## src/rtl/core/bc_pkg.sv

```systemverilog
// ----------------------------------------------------------------------------
// bc_pkg
// Shared widths, types and limits for the binomial coefficient block.
// ----------------------------------------------------------------------------
package bc_pkg;

  localparam int N_W        = 6;
  localparam int OUT_W      = 59;
  localparam int ACC_W      = 64;
  localparam int DIV_CNT_W  = $clog2(ACC_W);

  typedef logic [N_W-1:0]       count_t;
  typedef logic [OUT_W-1:0]     comb_t;
  typedef logic [ACC_W-1:0]     acc_t;
  typedef logic [DIV_CNT_W-1:0] div_cnt_t;

  // Largest n for which the running product is guaranteed to fit in acc_t.
  localparam count_t MAX_N = count_t'(62);

  // Status returned by the shared divider to the sequencer.
  typedef struct packed {
    logic busy;
    logic done;
  } div_sts_t;

endpackage

```

## src/rtl/core/bc_if.sv

```systemverilog
// ----------------------------------------------------------------------------
// bc_in_if / bc_out_if
// Valid/ready channels carrying the operand pair and the coefficient.
// ----------------------------------------------------------------------------
interface bc_in_if;
  logic            valid;
  logic            ready;
  bc_pkg::count_t  n;
  bc_pkg::count_t  r;

  modport source (output valid, output n, output r, input ready);
  modport sink   (input valid, input n, input r, output ready);
endinterface

interface bc_out_if;
  logic           valid;
  logic           ready;
  bc_pkg::comb_t  combinations;

  modport source (output valid, output combinations, input ready);
  modport sink   (input valid, input combinations, output ready);
endinterface

```

## src/rtl/core/bc_mul.sv

```systemverilog
// ----------------------------------------------------------------------------
// bc_mul
// Shared multiplier: running value times a small six-bit factor.
// ----------------------------------------------------------------------------
module bc_mul (
  input  bc_pkg::acc_t   acc,
  input  bc_pkg::count_t factor,
  output bc_pkg::acc_t   product
);
  import bc_pkg::*;

  logic [ACC_W+N_W-1:0] full;

  // The upper bits are always zero for n up to the supported limit.
  assign full    = {{N_W{1'b0}}, acc} * {{ACC_W{1'b0}}, factor};
  assign product = full[ACC_W-1:0];

endmodule

```

## src/rtl/core/bc_div.sv

```systemverilog
// ----------------------------------------------------------------------------
// bc_div
// Restoring divider, one quotient bit per cycle, by a six-bit divisor.
// ----------------------------------------------------------------------------
module bc_div (
  input  logic             clk,
  input  logic             rst,
  input  logic             start,
  input  bc_pkg::acc_t     dividend,
  input  bc_pkg::count_t   divisor,
  output bc_pkg::acc_t     quotient,
  output bc_pkg::div_sts_t sts
);
  import bc_pkg::*;

  acc_t     quo;
  count_t   rem;
  count_t   rem_next;
  count_t   dsr;
  div_cnt_t cnt;
  logic     busy;
  logic     done;
  logic [N_W:0] trial;
  logic [N_W:0] diff;
  logic         ge;

  always_comb begin
    trial    = {rem, quo[ACC_W-1]};
    ge       = (trial >= {1'b0, dsr});
    diff     = trial - {1'b0, dsr};
    rem_next = ge ? diff[N_W-1:0] : trial[N_W-1:0];
  end

  always_ff @(posedge clk) begin
    if (rst) begin
      busy <= 1'b0;
      done <= 1'b0;
      cnt  <= '0;
    end else begin
      done <= busy && (cnt == '0);
      if (start) begin
        busy <= 1'b1;
        cnt  <= div_cnt_t'(ACC_W - 1);
      end else if (busy) begin
        cnt <= cnt - div_cnt_t'(1);
        if (cnt == '0) begin
          busy <= 1'b0;
        end
      end
    end
  end

  always_ff @(posedge clk) begin
    if (start) begin
      quo <= dividend;
      rem <= '0;
      dsr <= divisor;
    end else if (busy) begin
      quo <= {quo[ACC_W-2:0], ge};
      rem <= rem_next;
    end
  end

  assign quotient = quo;
  assign sts.busy = busy;
  assign sts.done = done;

endmodule

```

## src/rtl/core/binomial_coefficient.sv

```systemverilog
// ----------------------------------------------------------------------------
// binomial_coefficient
// Computes n choose r with one shared multiplier and a serial divider.
// ----------------------------------------------------------------------------
// Usage: an operand pair (n, r) is transferred on the operands channel and
// one coefficient is later transferred on the result channel. When r is
// greater than n, or n is above 62, the result is zero.
// With k the smaller of r and n - r, the running value starts at one and
// for i = 1 .. k is multiplied by n - k + i and then divided exactly by i.
// Each step passes through the multiply state, the restoring divider and
// the collection of the quotient in the divide state. The result is
// loaded into the output register once the last step is done, and the
// next pair can be taken once that load has happened; the trivial cases
// skip the multiply and divide steps. The divider's one-bit-per-cycle
// loop sets the pace of each step.
// The operands channel is ready only while the sequencer is idle, so one
// item is worked on at a time. The result sits in an output register: a
// new pair may be taken while a finished result is still waiting, and the
// next result is held back until the receiver has taken the previous one,
// with the operands channel not ready for as long as that stall lasts.
// Reset (synchronous, active high) returns the sequencer to idle and drops
// the result valid; no other state is kept between items.
// ----------------------------------------------------------------------------
module binomial_coefficient (
  input  logic     clk,
  input  logic     rst,
  bc_in_if.sink    operands,
  bc_out_if.source result
);
  import bc_pkg::*;

  typedef enum logic [1:0] {
    S_IDLE,
    S_MUL,
    S_DIV,
    S_FIN
  } state_t;

  state_t   state;
  acc_t     acc;
  count_t   step;
  count_t   k;
  count_t   base;
  comb_t    out_data;
  logic     out_valid;
  logic     out_load;

  // Decode of an incoming pair.
  count_t   in_diff;
  count_t   in_k;
  logic     in_zero;

  acc_t     product;
  acc_t     quotient;
  div_sts_t div_sts;
  logic     div_start;

  always_comb begin
    in_diff = operands.n - operands.r;
    in_zero = (operands.n > MAX_N) || (operands.r > operands.n);
    in_k    = (operands.r >= in_diff) ? in_diff : operands.r;
  end

  assign div_start = (state == S_MUL);

  // The finished value moves into the output register once it is free.
  assign out_load = (state == S_FIN) && (!out_valid || result.ready);

  bc_mul u_mul (
    .acc     (acc),
    .factor  (base + step),
    .product (product)
  );

  bc_div u_div (
    .clk      (clk),
    .rst      (rst),
    .start    (div_start),
    .dividend (product),
    .divisor  (step),
    .quotient (quotient),
    .sts      (div_sts)
  );

  always_ff @(posedge clk) begin
    if (rst) begin
      state     <= S_IDLE;
      out_valid <= 1'b0;
    end else begin
      if (out_load) begin
        out_valid <= 1'b1;
      end else if (out_valid && result.ready) begin
        out_valid <= 1'b0;
      end
      unique case (state)
        S_IDLE: begin
          if (operands.valid) begin
            k    <= in_k;
            base <= operands.n - in_k;
            step <= count_t'(1);
            if (in_zero) begin
              acc   <= '0;
              state <= S_FIN;
            end else begin
              acc   <= acc_t'(1);
              state <= (in_k == '0) ? S_FIN : S_MUL;
            end
          end
        end
        S_MUL: begin
          state <= S_DIV;
        end
        S_DIV: begin
          if (div_sts.done) begin
            acc <= quotient;
            if (step == k) begin
              state <= S_FIN;
            end else begin
              step  <= step + count_t'(1);
              state <= S_MUL;
            end
          end
        end
        S_FIN: begin
          // Load the output register once the previous result has gone.
          if (out_load) begin
            out_data <= acc[OUT_W-1:0];
            state    <= S_IDLE;
          end
        end
        default: state <= S_IDLE;
      endcase
    end
  end

  assign operands.ready      = (state == S_IDLE);
  assign result.valid        = out_valid;
  assign result.combinations = out_data;

  // The divider only runs while the sequencer waits for it.
  a_div_busy_state: assert property (@(posedge clk) disable iff (rst)
    div_sts.busy |-> (state == S_DIV))
    else $error("divider busy outside the divide state");

  a_div_done_state: assert property (@(posedge clk) disable iff (rst)
    div_sts.done |-> (state == S_DIV))
    else $error("divider finished outside the divide state");

  a_step_range: assert property (@(posedge clk) disable iff (rst)
    (state == S_MUL) |-> ((step != '0) && (step <= k)))
    else $error("step index outside 1 .. k");

  a_fin_loads: assert property (@(posedge clk) disable iff (rst)
    ((state == S_FIN) && !out_valid) |=> out_valid)
    else $error("finished result not loaded into the output register");

endmodule
```

## src/flat_wrapper.sv

```systemverilog
// flat-port wrapper written by rule: the top's interface ports become plain ports
module binomial_coefficient_flat import bc_pkg::*;
  (clk, rst, operands_valid, operands_n, operands_r, operands_ready, result_valid, result_combinations, result_ready);
  bc_in_if operands_i ();
  bc_out_if result_i ();
  input  logic clk;
  input  logic rst;
  input wire logic [$bits(operands_i.valid)-1:0] operands_valid;
  input wire logic [$bits(operands_i.n)-1:0] operands_n;
  input wire logic [$bits(operands_i.r)-1:0] operands_r;
  output wire logic [$bits(operands_i.ready)-1:0] operands_ready;
  output wire logic [$bits(result_i.valid)-1:0] result_valid;
  output wire logic [$bits(result_i.combinations)-1:0] result_combinations;
  input wire logic [$bits(result_i.ready)-1:0] result_ready;
  assign operands_i.valid = operands_valid;
  assign operands_i.n = operands_n;
  assign operands_i.r = operands_r;
  assign operands_ready = operands_i.ready;
  assign result_valid = result_i.valid;
  assign result_combinations = result_i.combinations;
  assign result_i.ready = result_ready;
  binomial_coefficient u_core (.clk(clk), .rst(rst), .operands(operands_i), .result(result_i));
endmodule
```

## config.mk

```make
export PLATFORM = sky130hd
export DESIGN_NAME = binomial_coefficient_flat
export DESIGN_NICKNAME = d
export VERILOG_FILES = /design/src/rtl/core/bc_pkg.sv /design/src/rtl/core/bc_if.sv /design/src/rtl/core/bc_mul.sv /design/src/rtl/core/bc_div.sv /design/src/rtl/core/binomial_coefficient.sv /design/src/flat_wrapper.sv
export SDC_FILE = /design/constraint.sdc
export NUM_CORES = 1
export LEC_CHECK = 0
export BUFFER_PORTS_ARGS = -buffer_cell sky130_fd_sc_hd__buf_4
export CAP_MARGIN = 20
export CORE_ASPECT_RATIO = 0.5
export CORE_MARGIN = 2
export CORE_UTILIZATION = 50
export DETAILED_ROUTE_END_ITERATION = 8
export GPL_ROUTABILITY_DRIVEN = 0
export GPL_TIMING_DRIVEN = 0
export PLACE_DENSITY = 0.73
export SLEW_MARGIN = 0
export SYNTH_ARGS = -nofsm -noshare
export SYNTH_HDL_FRONTEND = slang
export SYNTH_SLANG_ARGS = --single-unit
```

## constraint.sdc

```tcl
create_clock -name clk -period 8.1 [get_ports clk]
set_input_delay 1.62 -clock clk [delete_from_list [all_inputs] [get_ports clk]]
set_output_delay 1.62 -clock clk [all_outputs]
set_load 0.005 [all_outputs]
```

======== Word-level counts from Yosys, hierarchy flattened ========
Cells that the tools add are included.
word-level totals
  flip-flop bits (word level) ............. 228
  bits of input ports ..................... 16
  output and inout bits ................... 61
  logic and storage cells ................. 76
cells by class
  add/sub/neg operators ................... 6
  $mul .................................... 1
  magnitude comparators ................... 4
  equality and inequality tests ........... 8
  muxes and demuxes ....................... 26
  bitwise gates (word level) .............. 1
  reduce and logical (&&, ||, !) cells .... 17
operators with widths
  cell                   number
  $mux W64               4
  $pmux W64 S2           1
  $mul A64 B6 Y64        1
  $mux W6                7
  $sub A6 B6 Y6          3
  $logic_not A6 Y1       2
  $mux W2                6
  $pmux W6 S2            1
  $reduce_and A3 Y1      3
  $pmux W2 S4            1
  $ge A7 B6 Y1           1
  $add A6 B1 Y6 const B  1
  $add A6 B6 Y6          1
  $eq A6 B6 Y1           1
  $ge A6 B6 Y1           1
  $gt A6 B6 Y1           1
  $gt A6 B6 Y1 const B   1
  $mux W1                6
  $ne A2 B2 Y1 const B   3
  $reduce_bool A2 Y1     3
  $sub A6 B1 Y6 const B  1
  $reduce_and A5 Y1      1
  $eq A2 B2 Y1 const B   2
  $reduce_and A4 Y1      1
  other kinds (7)        10

======== Depth between registers and ports, before layout ========
  depth in word-level cells ............... 8
  gate-level depth with buffers ........... 26
  depth with buffers taken out ............ 23

======== By module ========
Synthesis repeated with hierarchy kept, for this count alone.
second synthesis, totals
  cells, all modules ...................... 2125
  area total of the unflattened synthesis .. 21777.1 sq um
modules (own cells, without submodules)
  module                times used  cells each  area each (sq um)  seq. area each (sq um)
  bc_mul                1           1462        11838.9            0.0
  binomial_coefficient  1           407         6113.4             4294.1
  bc_div                1           256         3824.9             2382.3

======== Worst setup path after synthesis ========
No wires, ideal clock.
  kind .................................... input to register
  start ................................... input port rst
  end ..................................... register u_core.out_data[0] (netlist: u_core.result.combinations[0]) (enable)
  setup time .............................. 0.561 ns
  data arrival time ....................... 6.181 ns
  data required time ...................... 7.539 ns
  slack ................................... 1.358 ns
  cell stages on the path ................. 2
  buffers on the path ..................... 1
  path through ............................ buf_1 -> nor3b_1
on the way
  longest elaborated chain between the ends .. 2
RTL lines
  what                                RTL line                     RTL
  from (decl)                         flat_wrapper.sv:7            input logic rst;
  $not A1 Y1 (no source line)         n/a
  $reduce_and A3 Y1 (no source line)  n/a
  to (signal assigned)                binomial_coefficient.sv:127  out_data <= acc[OUT_W-1:0];
  to (decl)                           binomial_coefficient.sv:44   comb_t out_data;
Every way passes these cells.
A chain may end at the register's enable or synchronous reset.

======== Worst setup path after layout ========
  start ................................... register u_core.step[1]
  end ..................................... register u_core.u_div.quo[55] (netlist: u_core.u_div.quotient[55]) (data pin)
on the way
  longest elaborated chain between the ends .. 3
RTL lines
  what                    RTL line                     RTL
  from (decl)             binomial_coefficient.sv:41   count_t step;
  from (signal assigned)  binomial_coefficient.sv:100  step <= count_t'(1);
  from (signal assigned)  binomial_coefficient.sv:119  step <= step + count_t'(1);
  $add A6 B6 Y6           binomial_coefficient.sv:71   .factor (base + step),
  $mul A64 B6 Y64         bc_mul.sv:15                 assign full = {{N_W{1'b0}}, acc} * {{ACC_W{1'b0}}, factor};
  $mux W64                bc_div.sv:54                 if (start) begin
  to (signal assigned)    bc_div.sv:55                 quo <= dividend;
  to (signal assigned)    bc_div.sv:59                 quo <= {quo[ACC_W-2:0], ge};
  to (decl)               bc_div.sv:16                 acc_t quo;
Every way passes these cells.

==> results.cfg <==
[layout]
drive_gt1_frac = 0.0696
final_core_utilization = 0.558
area_growth_syn_to_layout_pct = 10.7
final_nets = 2618

[critical_path]
crit_type = reg2reg
critPathMaxFanout = 10
end_kind = flip-flop
arrival_ps = 8130
worst_setup_path_start_kind = flip-flop
critPathRequiredTime_ps = 8370

[floorplan]
initial_core_util = 0.505
dieArea_sq_um = 44000
boundaryPins = 77
die_w_um = 295
dieHeight_um = 149
core_sq_um = 41800
rows = 53

[synthesis]
synth_most_common_cell = inv_1
synth_area_leaders = edfxtp_1 (30%), fa_1 (23%), and2_1 (7.1%)
syn_inst = 2153
ys_seq_elements = 228
synth_top_area_frac = 0.300
synth_nets = 2506
synthArstFlopShare = 0
synth.avg_cell_area_sq_um = 9.81
synth.distinct_cells = 74
synth_top_area_cell = edfxtp_1
syn_area_sq_um = 21100
synth_ff_type = edfxtp_1
synth_common_cells = inv_1 (292), nand2_1 (274), fa_1 (241)
yosys_warnings = 0
synth_edf_count = 211
seq_area_frac_synth = 0.316

[placement]
io_buffers = 76
dp_slack_ps = -245
dp_hpwl_um = 39900

[timing]
rsz0062_at_grt = false
hold_viol_final = 0
period_share = 0.971
setup_viol = 0
fin_crit_ps = 7870
max_freq_ghz = 0.127
worst_slack_ps = 234
finalMaxSlewViolations = 0
slew_headroom = 0.245
worstMarginPinSlew_ps = 1130
finClkSkew_ps = 14.2

[detailed_routing]
wl_per_cell_um = 18.2
drt_iter0_drc = 1450
dr.pass1.iters = 6
num_vias = 15732
drtAntennaViolNets = 0
drt_wl_total_um = 52100
route.detailed.drc = 0
avgViaCountPerCell = 5.50

[clock_network]
clk_latency_ps = 540
htree_num_levels = 1
clockBufferDepth = 3
numCtsBuffers = 25
root_buffer = clkbuf_16
cts_tree = yes
cts.sinks = 228
clk_pin_slew_ps = 70
cts_setup_buffers = 0
cts_hold_buf = 0

[global_routing]
grt_start_max_net_pins = 66
grt_pass1_wl_um = 84400
grt_usage = 0.244
antenna_found_initial = 4
grt-ovfl-total = 0
grt_pass1_vias = 15883

[hold_path]
hold_class = reg2reg

[job]
cap_violations = 0

[status]
status = complete, no violations
-- area by class of cell --
class	count	area, sq um
fillers	3680	18500
multi-input cells	1541	13000
flip-flops and latches	228	6680
inverters	292	1100
well taps	577	722
clock buffers	33	686
repair buffers	85	677
plain buffers	92	358
clock inverters	12	144
diodes	2	5.00
-- placed cells by master, fill, tap and decap left out, drive strengths merged, types with 5 or more instances in the layout --
| master | instances |
|---|---|
| a21oi | 95 |
| xnor2 | 49 |
| nand2b | 64 |
| mux2i | 7 |
| clkinv | 5 |
| a21boi | 6 |
| nand2 | 275 |
| nand3 | 22 |
| o31ai | 12 |
| buf | 97 |
| dfxtp | 17 |
| clkbuf | 113 |
| or4 | 5 |
| nor3 | 18 |
| a31oi | 7 |
| xor2 | 37 |
| nor2b | 14 |
| inv | 294 |
| o21ai | 99 |
| o21bai | 9 |
| nand4 | 29 |
| edfxtp | 211 |
| a211oi | 14 |
| nor4 | 5 |
| nor2 | 75 |
| a21o | 36 |
| o21a | 13 |
| ha | 96 |
| fa | 241 |
| or3 | 5 |
| and2 | 240 |
| and3 | 13 |
-- logic make-up (layout without fill, tap and decap cells) --
logic type | after synthesis | count (layout) | synth area share
other | 0 | 2 | 0
buffers and inverters | 384 | 514 | 0.0687
XOR/XNOR | 87 | 87 | 0.0368
AND/OR/NAND/NOR | 782 | 782 | 0.190
flip-flops | 228 | 228 | 0.316
multiplexers | 7 | 7 | 0.00332
adder cells (fa/ha/maj) | 337 | 337 | 0.285
AO/OA/AOI/OAI | 328 | 328 | 0.0993
-- routing by layer --
metal	wire length (um)	global-route usage	part of all wire
met1	22400	0.343	0.43
met3	4700	0.0490	0.090
met2	23600	0.391	0.45
met4	1360	0.0638	0.026
met5	0	0	0
-- what timing repair did --
| action | 4_1_cts | 5_1_grt |
|---|---|---|
| setup endpoints to repair | 12 | 16 |
| gates resized for setup | 1 | 6 |
| pin swaps | 0 | 0 |
-- per-stage QoR --
stage / setup TNS, ps / instances / hold slack, ps / cell area (sq um)
6_report: 0 / 2862 / 482 / 23400
5_1_grt: 0 / 2860 / 492 / 23400
4_1_cts: 0 / 2858 / 484 / 23300
3_5_place_dp: -1220 / 2813 / 458 / 22500
3_3_place_gp: -108520 / 2806 / 459 / 22400
2_1_floorplan: 0 / 2153 / 424 / 21100
-- worst max-delay path: stages, from the launching register on --
cell	delay (ps)
edfxtp_1	510
ha_1	330
a21o_1	200
a21oi_2	170
nor2b_1	90
o21a_1	170
nor2_1	110
xor2_1	450
clkbuf_1	900
nand2_1	190
fa_1	550
fa_1	520
fa_1	570
inv_1	50
ha_1	360
a211oi_1	420
o211ai_2	170
a32o_1	270
nand3_1	120
o211ai_2	150
a32oi_1	640
a31o_2	350
xor2_1	190
o21ai_0	90
-- registers in the layout, summed over array words and instances (netlist names), 6 cells and up --
name and count:
u_core.step 6, u_core.u_div.rem 6, u_core.u_div.cnt 6, u_core.result.combinations 59, u_core.u_div.dsr 6, u_core.u_div.quotient 64, u_core.base 6, u_core.acc 64
u_core.k 6
-- final timing paths --
path	start	to	depth (start not counted)	slack, ps
worst max-delay path	u_core.step[1]	u_core.u_div.quotient[55]	23	230
worst min-delay path	u_core.u_div.rem[5]	u_core.u_div.rem[5]	2	480
worst max register to register	u_core.step[1]	u_core.u_div.quotient[55]	23	230
worst min register to register	u_core.u_div.rem[5]	u_core.u_div.rem[5]	2	480
Power is not shown: default switching activity piles up to over one toggle a cycle in this logic, so the estimate is an artifact.
